$ cat config.mk
export PLATFORM = sky130hd
export DESIGN_NAME = broadcast_reshape_address_gen
export DESIGN_NICKNAME = d
export VERILOG_FILES = /design/src/hw/rtl/brag_pkg.sv /design/src/hw/rtl/broadcast_reshape_address_gen.sv /design/src/hw/rtl/brag_ctrl.sv /design/src/hw/rtl/brag_datapath.sv
export VERILOG_INCLUDE_DIRS = /design/src /design/src/hw/rtl
export SDC_FILE = /design/constraint.sdc
export NUM_CORES = 2
export LEC_CHECK = 0
export BUFFER_PORTS_ARGS = -buffer_cell sky130_fd_sc_hd__buf_2
export CAP_MARGIN = 20
export CORE_MARGIN = 2
export CORE_UTILIZATION = 50
export CTS_CLUSTER_SIZE = 24
export DETAILED_ROUTE_END_ITERATION = 7
export PLACE_DENSITY_LB_ADDON = 0.15
export SLEW_MARGIN = 30
export SYNTH_ARGS = -nofsm -noshare
export SYNTH_HDL_FRONTEND = slang
export SYNTH_SLANG_ARGS = --single-unit
export TNS_END_PERCENT = 50
$ cat constraint.sdc
create_clock -name clk_i -period 18.3 [get_ports clk_i]
set_input_delay 1.83 -clock clk_i [delete_from_list [all_inputs] [get_ports clk_i]]
set_output_delay 1.83 -clock clk_i [all_outputs]
set_load 0.01 [all_outputs]
$ cat src/hw/rtl/broadcast_reshape_address_gen_assert.svh
// assertion macros shared by the address generator modules
`ifndef BROADCAST_RESHAPE_ADDRESS_GEN_ASSERT_SVH
`define BROADCAST_RESHAPE_ADDRESS_GEN_ASSERT_SVH

// same-cycle implication
`define BRAG_ASSERT_NOW(lbl, ante, cons, msg) \
  lbl: assert property (@(posedge clk_i) disable iff (!rst_ni) (ante) |-> (cons)) \
    else $error(msg);

// next-cycle implication
`define BRAG_ASSERT_NEXT(lbl, ante, cons, msg) \
  lbl: assert property (@(posedge clk_i) disable iff (!rst_ni) (ante) |=> (cons)) \
    else $error(msg);

`endif

$ cat src/hw/rtl/brag_pkg.sv
`timescale 1ns / 1ps

package brag_pkg;

  localparam int NUM_AXES     = 7;
  localparam int LEN_BITS     = 8;
  localparam int MAX_ELEMENTS = 65536;

  localparam int ADDR_W   = 16;
  localparam int REG_W    = NUM_AXES * LEN_BITS;
  localparam int AXIS_W   = (NUM_AXES > 1) ? $clog2(NUM_AXES) : 1;
  localparam int CNT_W    = $clog2(MAX_ELEMENTS + 1);
  localparam int PROD_W   = CNT_W + LEN_BITS;
  localparam int IN_DATA_W  = 8;
  localparam int OUT_DATA_W = 2 * ADDR_W;
  localparam int CFG_IDX_W  = 1;

  localparam logic [CFG_IDX_W-1:0] REG_SRC_LEN = 1'b0;
  localparam logic [CFG_IDX_W-1:0] REG_TGT_LEN = 1'b1;

  localparam logic [REG_W-1:0] LEN_RESET = {NUM_AXES{{(LEN_BITS-1){1'b0}}, 1'b1}};
  localparam logic [AXIS_W-1:0] LAST_AXIS = AXIS_W'(NUM_AXES - 1);

  typedef struct packed {
    logic              clear;
    logic              init;
    logic              step;
    logic [AXIS_W-1:0] axis;
    logic              finish;
  } cmd_t;

endpackage

$ cat src/hw/rtl/broadcast_reshape_address_gen.sv
`timescale 1ns / 1ps
// broadcast / reshape address generator
// walks every destination coordinate (axis 0 fastest) and emits one word per
// input word: clamped source flat address and destination flat address.
// input channel s_axis_*: tdata bit 0 is restart, which clears the
// coordinate counter before the word is formed.
// output channel m_axis_*: tdata holds source address (low) and destination
// address (high), tlast marks the final destination element, tuser the shape
// error flag (addresses zero, tlast set, counter cleared).
// configuration: cfg_we_i writes cfg_data_i into register cfg_idx_i
// (0 source lengths, 1 destination lengths); the user must write only while idle,
// which the block does not enforce. the multiply-accumulate unit visits one
// axis per cycle; no new input word is taken until the previous one is finished.
// a finished word waits in the output register; the next input word is taken
// meanwhile, and its result waits until the receiver takes the previous one.
// reset: counter cleared, all axis lengths 1, no word pending.

module broadcast_reshape_address_gen (
  input  logic                                clk_i,
  input  logic                                rst_ni,
  input  logic                                cfg_we_i,
  input  logic [brag_pkg::CFG_IDX_W-1:0]      cfg_idx_i,
  input  logic [brag_pkg::REG_W-1:0]          cfg_data_i,
  input  logic                                s_axis_tvalid,
  output logic                                s_axis_tready,
  input  logic [brag_pkg::IN_DATA_W-1:0]      s_axis_tdata,   // restart
  output logic                                m_axis_tvalid,
  input  logic                                m_axis_tready,
  output logic [brag_pkg::OUT_DATA_W-1:0]     m_axis_tdata,   // source_address, target_address
  output logic                                m_axis_tlast,   // last_pair
  output logic                                m_axis_tuser    // shape_error
);

  brag_pkg::cmd_t              cmd;
  logic [brag_pkg::ADDR_W-1:0] src_addr, tgt_addr;

  brag_ctrl u_ctrl (
    .clk_i        (clk_i),
    .rst_ni       (rst_ni),
    .in_valid_i   (s_axis_tvalid),
    .in_restart_i (s_axis_tdata[0]),
    .in_ready_o   (s_axis_tready),
    .out_valid_o  (m_axis_tvalid),
    .out_ready_i  (m_axis_tready),
    .cmd_o        (cmd)
  );

  brag_datapath u_datapath (
    .clk_i      (clk_i),
    .rst_ni     (rst_ni),
    .cfg_we_i   (cfg_we_i),
    .cfg_idx_i  (cfg_idx_i),
    .cfg_data_i (cfg_data_i),
    .cmd_i      (cmd),
    .src_addr_o (src_addr),
    .tgt_addr_o (tgt_addr),
    .last_o     (m_axis_tlast),
    .err_o      (m_axis_tuser)
  );

  assign m_axis_tdata = {tgt_addr, src_addr};

endmodule

$ cat src/hw/rtl/brag_ctrl.sv
`timescale 1ns / 1ps
`include "broadcast_reshape_address_gen_assert.svh"

module brag_ctrl (
  input  logic          clk_i,
  input  logic          rst_ni,
  input  logic          in_valid_i,
  input  logic          in_restart_i,
  output logic          in_ready_o,
  output logic          out_valid_o,
  input  logic          out_ready_i,
  output brag_pkg::cmd_t cmd_o
);

  typedef enum logic [1:0] {
    StIdle,
    StCalc,
    StFinish
  } state_e;

  state_e                      state_q;
  logic [brag_pkg::AXIS_W-1:0] axis_q;
  logic                        out_valid_q;
  logic                        accept;
  logic                        load;

  assign in_ready_o  = (state_q == StIdle);
  assign accept      = in_valid_i && in_ready_o;
  assign load        = (state_q == StFinish) && (!out_valid_q || out_ready_i);
  assign out_valid_o = out_valid_q;

  always_comb begin
    cmd_o        = '0;
    cmd_o.clear  = accept && in_restart_i;
    cmd_o.init   = accept;
    cmd_o.step   = (state_q == StCalc);
    cmd_o.axis   = axis_q;
    cmd_o.finish = load;
  end

  always_ff @(posedge clk_i or negedge rst_ni) begin
    if (!rst_ni) begin
      state_q     <= StIdle;
      axis_q      <= '0;
      out_valid_q <= 1'b0;
    end else begin
      if (load) begin
        out_valid_q <= 1'b1;
      end else if (out_ready_i) begin
        out_valid_q <= 1'b0;
      end
      unique case (state_q)
        StIdle: begin
          if (accept) begin
            axis_q  <= '0;
            state_q <= StCalc;
          end
        end
        StCalc: begin
          if (axis_q == brag_pkg::LAST_AXIS) begin
            state_q <= StFinish;
          end else begin
            axis_q <= axis_q + 1'b1;
          end
        end
        StFinish: begin
          if (load) begin
            state_q <= StIdle;
          end
        end
        default: state_q <= StIdle;
      endcase
    end
  end

  `BRAG_ASSERT_NEXT(a_accept_starts_walk, accept, (state_q == StCalc) && (axis_q == '0),
    "accepted word did not start the axis walk")
  `BRAG_ASSERT_NEXT(a_last_axis_finishes, (state_q == StCalc) && (axis_q == brag_pkg::LAST_AXIS),
    state_q == StFinish, "axis walk did not end after the last axis")
  `BRAG_ASSERT_NEXT(a_finish_waits, (state_q == StFinish) && out_valid_q && !out_ready_i,
    (state_q == StFinish) && out_valid_q, "result overwritten while output stalled")

endmodule

$ cat src/hw/rtl/brag_datapath.sv
`timescale 1ns / 1ps
`include "broadcast_reshape_address_gen_assert.svh"

module brag_datapath (
  input  logic                             clk_i,
  input  logic                             rst_ni,
  input  logic                             cfg_we_i,
  input  logic [brag_pkg::CFG_IDX_W-1:0]   cfg_idx_i,
  input  logic [brag_pkg::REG_W-1:0]       cfg_data_i,
  input  brag_pkg::cmd_t                   cmd_i,
  output logic [brag_pkg::ADDR_W-1:0]      src_addr_o,
  output logic [brag_pkg::ADDR_W-1:0]      tgt_addr_o,
  output logic                             last_o,
  output logic                             err_o
);

  localparam int LB = brag_pkg::LEN_BITS;
  localparam int AW = brag_pkg::ADDR_W;
  localparam int PW = brag_pkg::PROD_W;
  localparam int NA = brag_pkg::NUM_AXES;
  localparam logic [PW-1:0] MAX_EL = PW'(brag_pkg::MAX_ELEMENTS);

  logic [brag_pkg::REG_W-1:0] src_len_q, tgt_len_q;
  logic [LB-1:0]              coord_q [NA];
  logic [LB-1:0]              coord_nx [NA];

  logic [AW-1:0]              zs_q, zt_q;
  logic [brag_pkg::CNT_W-1:0] ns_q, nt_q;
  logic                       bad_q;

  logic [AW-1:0]              src_addr_q, tgt_addr_q;
  logic                       last_q, err_q;

  logic [LB-1:0]    len_s, len_t, coord, cs, ct;
  logic [AW+LB-1:0] zs_prod, zt_prod;
  logic [PW-1:0]    ns_prod, nt_prod;
  logic             step_bad;
  logic             carry;

  function automatic logic [LB-1:0] clamp(input logic [LB-1:0] c, input logic [LB-1:0] len);
    logic [LB:0] lm1;
    lm1 = {1'b0, len} - 1'b1;
    clamp = ({1'b0, c} > lm1) ? lm1[LB-1:0] : c;
  endfunction

  // one axis per step, axis 0 outermost
  always_comb begin
    len_s    = src_len_q[cmd_i.axis*LB +: LB];
    len_t    = tgt_len_q[cmd_i.axis*LB +: LB];
    coord    = coord_q[cmd_i.axis];
    cs       = clamp(coord, len_s);
    ct       = clamp(coord, len_t);
    zs_prod  = zs_q * len_s;
    zt_prod  = zt_q * len_t;
    ns_prod  = ns_q * len_s;
    nt_prod  = nt_q * len_t;
    step_bad = (len_s == '0) || (len_t == '0) || (ns_prod > MAX_EL) || (nt_prod > MAX_EL);
  end

  // counter advance, axis 0 fastest
  always_comb begin
    carry = 1'b1;
    for (int i = 0; i < NA; i++) begin
      coord_nx[i] = coord_q[i];
      if (carry) begin
        if ({1'b0, coord_q[i]} >= ({1'b0, tgt_len_q[i*LB +: LB]} - 1'b1)) begin
          coord_nx[i] = '0;
        end else begin
          coord_nx[i] = coord_q[i] + LB'(1);
          carry       = 1'b0;
        end
      end
    end
  end

  always_ff @(posedge clk_i or negedge rst_ni) begin
    if (!rst_ni) begin
      src_len_q <= brag_pkg::LEN_RESET;
      tgt_len_q <= brag_pkg::LEN_RESET;
      for (int i = 0; i < NA; i++) begin
        coord_q[i] <= '0;
      end
    end else begin
      if (cfg_we_i) begin
        unique case (cfg_idx_i)
          brag_pkg::REG_SRC_LEN: src_len_q <= cfg_data_i;
          brag_pkg::REG_TGT_LEN: tgt_len_q <= cfg_data_i;
          default: ;
        endcase
      end
      if (cmd_i.clear || (cmd_i.finish && bad_q)) begin
        for (int i = 0; i < NA; i++) begin
          coord_q[i] <= '0;
        end
      end else if (cmd_i.finish) begin
        for (int i = 0; i < NA; i++) begin
          coord_q[i] <= coord_nx[i];
        end
      end
    end
  end

  always_ff @(posedge clk_i) begin
    if (cmd_i.init) begin
      zs_q  <= '0;
      zt_q  <= '0;
      ns_q  <= brag_pkg::CNT_W'(1);
      nt_q  <= brag_pkg::CNT_W'(1);
      bad_q <= 1'b0;
    end else if (cmd_i.step) begin
      zs_q  <= zs_prod[AW-1:0] + AW'(cs);
      zt_q  <= zt_prod[AW-1:0] + AW'(ct);
      ns_q  <= ns_prod[brag_pkg::CNT_W-1:0];
      nt_q  <= nt_prod[brag_pkg::CNT_W-1:0];
      bad_q <= bad_q || step_bad;
    end
    if (cmd_i.finish) begin
      src_addr_q <= bad_q ? '0 : zs_q;
      tgt_addr_q <= bad_q ? '0 : zt_q;
      last_q     <= bad_q || carry;
      err_q      <= bad_q;
    end
  end

  assign src_addr_o = src_addr_q;
  assign tgt_addr_o = tgt_addr_q;
  assign last_o     = last_q;
  assign err_o      = err_q;

  `BRAG_ASSERT_NEXT(a_error_word, cmd_i.finish && bad_q,
    err_q && last_q && (src_addr_q == '0) && (tgt_addr_q == '0),
    "shape error word not formed as zero addresses with last set")
  `BRAG_ASSERT_NEXT(a_good_word, cmd_i.finish && !bad_q, !err_q,
    "error flag set on a valid shape")
  `BRAG_ASSERT_NOW(a_init_alone, cmd_i.init, !cmd_i.step && !cmd_i.finish,
    "init overlaps a step or a finish")

endmodule

Yosys cells after proc, flatten, opt, wreduce, memory -nomap -nowiden

Index checks and enable logic that the tools add are counted.

Bitwise logic cells: 2
Muxes and demuxes: 42
Add/subtract/negate cells: 19
$lt $le $gt $ge: 12
Reductions and logical operators: 34
Eq/ne operators: 7
Shift operators: 2
Multipliers: 4

Operator list:

| operator                                                         | count |
|---|---|
| two-way mux 8 bit                                                | 17 |
| two-way mux 56 bit                                               | 2 |
| indexed part select 56 x 7 -> 8 bit                              | 2 |
| subtractor 8 x 1 -> 9 bit (second input constant)                | 9 |
| greater-or-equal comparator 8 x 9 -> 1 bit                       | 7 |
| adder 8 x 1 -> 8 bit (second input constant)                     | 7 |
| greater-than comparator 25 x 17 -> 1 bit (second input constant) | 2 |
| multiplier 17 x 8 -> 25 bit                                      | 2 |
| adder 16 x 8 -> 16 bit                                           | 2 |
| multiplier 16 x 8 -> 16 bit                                      | 2 |
| binary-select mux 8 bit (select 3 bit)                           | 1 |
| greater-than comparator 8 x 9 -> 1 bit                           | 2 |
| nonzero test 2 bit                                               | 9 |
| zero test 8 bit                                                  | 2 |
| AND reduction 2 bit                                              | 8 |
| two-way mux 1 bit                                                | 15 |
| logical OR 1 bit                                                 | 7 |
| two-way mux 2 bit                                                | 3 |
| two-way mux 3 bit                                                | 2 |
| one-hot mux 2 bit (3 select lines)                               | 1 |
| one-hot mux 3 bit (2 select lines)                               | 1 |
| AND reduction 3 bit                                              | 2 |
| greater-or-equal comparator 4 bit (second input constant)        | 1 |
| logical AND 1 bit                                                | 4 |
| 10 further kinds                                                 | 12 |

Output and inout port bits: 36
Logic and storage cells: 143
Flip-flop bits (word level): 275

Depth between registers and ports, before layout

Depth after elaboration: 11
Depth in mapped cells: 42
Mapped depth without buffers: 37

Cells and area by module

A second synthesis with hierarchy kept.

Cell total of the unflattened synthesis: 3281
Area total of the unflattened synthesis: 30653.1 um^2

By module, submodules not included:

| module        | cells an instance | area each (um^2) | instances |
|---|---|---|---|
| brag_datapath | 3246              | 30280.3          | 1 |
| brag_ctrl     | 35                | 372.9            | 1 |

Worst setup path before layout

Ideal clock, no wire load.

Path kind: register -> register
Start: reg u_ctrl.axis_q[1] (netlist bit)
End: reg u_datapath.zt_q[15]
Cell stages (with the launch flop): 37
Library setup time: 0.117 ns
Buffers on the path: 5
Setup slack: 10.492 ns
Clock period less this slack: 7.808 ns
Data arrival time: 7.692 ns
Required time: 18.183 ns
Cells stage by stage: dfrtp_1 > buf_6 > buf_6 > nor2b_1 > buf_2 > buf_1 > a21oi_1 > o21ai_1 > inv_1 > ha_1 > ha_1 > nor2b_1 > o21a_1 > o21a_1 > o21a_1 > o21a_1 > o21ai_0 > a21oi_1 > nand2_1 > clkbuf_1 > a21oi_1 > fa_1 > fa_1 > inv_1 > fa_1 > inv_1 > fa_1 > inv_1 > ha_1 > a21boi_0 > or2_2 > a31oi_1 > o211ai_1 > a21o_1 > a21oi_1 > xnor2_1 > a22o_1

Cells in the longest elaborated chain, start to end: 7
Elaborated cells on any way between the ends: 10
Those cells by class: add/sub (2); mul (1); order compare (1); shift (1); mux (4); bitwise (1)

Ends and longest elaborated chain:

| element                                                             | RTL line             | RTL |
|---|---|---|
| start, declared                                                     | brag_ctrl.sv:22      | `logic [brag_pkg::AXIS_W-1:0] axis_q;` |
| start signal, assigned                                              | brag_ctrl.sv:63      | `axis_q <= axis_q + 1'b1;` |
| branches (longest 6 deep; another with multiplier 16 x 8 -> 16 bit) | --                   |  |
| adder 16 x 8 -> 16 bit *                                            | brag_datapath.sv:112 | `zt_q <= zt_prod[AW-1:0] + AW'(ct);` |
| end signal, assigned                                                | brag_datapath.sv:112 |  |
| end, declared                                                       | brag_datapath.sv:27  | `logic [AW-1:0] zs_q, zt_q;` |

Every way passes the cells marked *. The select of a mux whose other input is x is not followed.
A chain may end at the register's enable or synchronous reset.

Final worst setup path

Start: reg u_ctrl.axis_q[2] (netlist bit)
End: reg u_datapath.zs_q[15]

Cells in the longest elaborated chain, start to end: 7
Elaborated cells on any way between the ends: 10
Those cells by class: add/sub (2); mul (1); order compare (1); shift (1); mux (4); bitwise (1)

Ends and longest elaborated chain:

| element                                                             | RTL line             | RTL |
|---|---|---|
| branches (longest 6 deep; another with multiplier 16 x 8 -> 16 bit) | --                   |  |
| adder 16 x 8 -> 16 bit *                                            | brag_datapath.sv:111 | `zs_q <= zs_prod[AW-1:0] + AW'(cs);` |
| end signal, assigned                                                | brag_datapath.sv:111 |  |
| end, declared                                                       | brag_datapath.sv:27  |  |

Marked as above.

==> flow_summary_export.csv <==
group,metric,value,unit
hold_path,hp-class,"flop to flop",
layout,multi_input_area,21010,µm²
layout,areaGrowthSynthToFinish,8.934,%
sta,rsz0062_at_grt,"false",
detailed_routing,antenna_left,0,
synthesis,synthFlopType,"dfrtp_1",
floorplanning,io_pins,106,
synthesis,synth_nets,3825,
synthesis,ys_warn_count,0,
floorplanning,die-area,61240,µm²
synthesis,ys_seq_area_share,22.72,%
global_routing,grt.overflow.total,0,
setup_path,critical_path_arrival,9870,ps
detailed_routing,drt-initial-drc-count,1591,
sta,timing.setup.tns,0,ps
floorplanning,start_util,50.40,%
setup_path,critPathLaunchType,"flop",
clock_tree,clock_latency,590,ps
detailed_routing,vias,22940,
sta,clock.fmax,105.8,MHz
clock_tree,post_cts_buffers,0,
setup_path,crit_family,"adder cells",
clock_tree,cts_tree,"built",
clock_tree,cts.hold.buffers_added,0,
clock_tree,clock_tree.root_cell,"clkbuf_16",
detailed_routing,drc,0,
layout,regArea,6738,µm²
setup_path,cp_num_buf_inv,6,
clock_tree,cts_made_buffers,36,
global_routing,track_usage,27.31,%
synthesis,synth_adder_area_share,31.60,%
global_routing,grt_pass1_vias,23520,
clock_tree,clock_path_buffers,3,
synthesis,synthXorXnorAreaFrac,3.842,%
clock_tree,cts-resized-gates,0,
global_routing,grt_pass1_wl,130.8,mm
synthesis,syn_area_per_cell,9.276,µm²
placement,dp_hpwl,59.69,mm
floorplanning,dieWidth,247.5,µm
floorplanning,num_rows,89,
status,status,"complete, no violations",
synthesis,synth_area,29640,µm²
setup_path,criticalPathCategory,"flop to flop",
sta,drv_slew,0,
global_routing,antenna_found_initial,2,
sta,relSlewSlack,37.15,%
sta,skew,26.80,ps
detailed_routing,vias_per_cell,5.718,
clock_tree,clk_pin_slew,60,ps
global_routing,grt_max_degree,101,
detailed_routing,wl_per_cell,20.05,µm
layout,final_cells,4012,
synthesis,synth_edf_count,34,
setup_path,required,18720,ps
setup_path,slowest_delay,900,ps
setup_path,crit_path_frequent_cell,"inv_1",
clock_tree,cts_num_sinks,275,
sta,setup-violations-final,0,
placement,place_congestion,0.9174,
detailed_routing,wirelength,80.45,mm
layout,nets,3841,
setup_path,cp-end-kind,"flop",
setup_path,critPathSlowestCell,"dfrtp_1",
sta,period_share,51.65,%
clock_tree,htreeDepth,2,
layout,n_fill_cell,5319,
sta,hold_violations,0,
synthesis,synth-compound-area-share,9.858,%
floorplanning,coreArea,58800,µm²
synthesis,synth_top_family_by_area,"adder cells",
synthesis,ys_seq_elements,275,
synthesis,synthMuxAreaShare,7.211,%
layout,antennaDiodeCount,0,
layout,drive_above_1_share,11.95,%
synthesis,async_reset_ff_share,63.27,%
synthesis,synth_cell_types,76,
run,cap_violations,0,
synthesis,synthSimpleGateAreaFrac,17.58,%
sta,tightest_slew,942.8,ps
sta,layout_min_cycle_time,9453,ps
setup_path,crit_fanout,33,
floorplanning,die_h,247.5,µm
placement,portBuffers,98,
synthesis,netlist_instances,3195,
detailed_routing,firstDrtPassIters,5,
placement,dp.cells,3945,
[layer usage]
metal	up-vias	track usage, %	wire length (µm)	share of wire, %
met1	11590	38.19	35900	45
met5	-	0	0	0
met2	672	44.34	37770	47
li1	10560	-	-	-
met4	0	7.696	2228	2.8
met3	117	3.882	4552	5.7
[Yosys cell counts, drive strengths merged (13+ instances only)]
cell	number	share of area (%)
inv	408	5.2
nand2	381	4.8
fa	314	21
and2	278	5.9
ha	246	10
dfrtp	160	14
a21oi	134	2.3
mux2	132	5.0
o21ai	118	2.0
clkbuf	106	1.3
nor2	102	1.3
xnor2	88	2.6
dfxtp	67	4.5
nor2b	56	1.2
nand3	50	0.84
buf	42	0.68
xor2	42	1.2
a21o	41	1.0
mux2i	38	1.3
edfxtp	34	3.4
nand2b	34	0.72
nor3	32	0.54
and3	28	0.59
o31ai	27	0.68
a221oi	24	0.77
nand4	19	0.40
or3	18	0.38
a31oi	14	0.30
dfstp	14	1.2
o21a	13	0.33
[flip-flops by register name, indices dropped and copies added, names as in the netlist]
signal / count
u_datapath.coord_q: 56
u_datapath.src_len_q: 56
u_datapath.tgt_len_q: 56
u_datapath.ns_q: 17
u_datapath.nt_q: 17
u_datapath.src_addr_o: 16
u_datapath.tgt_addr_o: 16
u_datapath.zs_q: 16
u_datapath.zt_q: 16
u_ctrl.axis_q: 3
u_ctrl.state_q: 2
u_ctrl.out_valid_o: 1
u_datapath.bad_q: 1
u_datapath.err_o: 1
u_datapath.last_o: 1
[worst min-delay path: stages (launching register included)]
cell     delay (ps)
dfxtp_1         330
nand2_1          60
o21ai_0          60
[logic make-up after synthesis]
group / Yosys count
compound gates: 457
simple gates: 1035
xor+xnor: 130
flops: 275
buf+inv: 556
fa+ha+maj: 560
mux: 182
[layout make-up]
cell class	count	area share, %
Clock buffer	47	3.236
Clock inverter	19	0.8643
Inverter	408	4.744
Multi-Input combinational cell	2364	65.09
Sequential cell	275	20.87
Tap cell	773	2.996
Timing Repair Buffer	126	2.201
[cells in the final DEF, fill, tap and decap left out, types with 7 or more instances in the layout]
cell type | Yosys | final
mux2i_1 | 38 | 38
xor2_1 | 42 | 42
buf_2 | 6 | 98
and3_1 | 28 | 28
dfrtp_1 | 160 | 158
clkbuf_8 | 0 | 7
a21oi_1 | 134 | 133
inv_1 | 407 | 407
a211oi_1 | 11 | 11
nand4_1 | 19 | 19
a21o_1 | 41 | 41
nand3_1 | 50 | 50
nand2_1 | 381 | 380
a221oi_1 | 21 | 13
mux2_2 | 132 | 132
a31oi_1 | 14 | 14
dfstp_2 | 14 | 14
clkinv_2 | 0 | 8
edfxtp_1 | 34 | 34
clkbuf_16 | 0 | 38
mux4_2 | 12 | 12
nor2b_1 | 56 | 52
o31ai_1 | 27 | 27
or3_1 | 18 | 18
and2_1 | 278 | 277
nor3_1 | 32 | 32
ha_1 | 246 | 246
buf_4 | 4 | 26
o21a_1 | 13 | 13
fa_1 | 314 | 314
xnor2_1 | 88 | 88
dfxtp_1 | 67 | 66
nor2_1 | 102 | 101
nand2b_1 | 34 | 33
a221oi_4 | 0 | 10
o21ai_0 | 115 | 114
or2_2 | 7 | 7
nor4_1 | 9 | 9
[worst paths after layout]
| kind | endpoint | start | slack [ps] | depth (start not counted) |
|---|---|---|---|---|
| setup / recovery | u_datapath.zs_q[15]$_SDFFE_PP0P_ | u_ctrl.axis_q[2]$_DFFE_PN0P_ | 8850 | 29 |
| hold / removal | u_datapath.zs_q[15]$_SDFFE_PP0P_ | u_datapath.zs_q[15]$_SDFFE_PP0P_ | 500 | 2 |
| setup reg to reg | u_datapath.zs_q[15]$_SDFFE_PP0P_ | u_ctrl.axis_q[2]$_DFFE_PN0P_ | 8850 | 29 |
| hold reg to reg | u_datapath.zs_q[15]$_SDFFE_PP0P_ | u_datapath.zs_q[15]$_SDFFE_PP0P_ | 500 | 2 |
| max in group asynchronous | u_ctrl.axis_q[0]$_DFFE_PN0P_ | rst_ni | 15760 | 2 |
| min in group asynchronous | u_datapath.tgt_len_q[33]$_DFFE_PN0P_ | rst_ni | 1330 | 1 |
[through the flow]
stage | worst slack, ps | util (%) | hold slack, ps | cell area [µm²]
5_1_grt | 8140 | 54.91 | 518.2 | 32280
6_report | 8847 | 54.91 | 496.4 | 32280
3_3_place_gp | 8870 | 52.62 | 468.5 | 30940
3_5_place_dp | 8589 | 52.62 | 486.2 | 30940
2_1_floorplan | 10490 | - | 438.9 | 29640
4_1_cts | 8561 | 54.87 | 493.4 | 32260
Power is not shown: default switching activity piles up to over one toggle a cycle in this logic, so the estimate is an artifact.
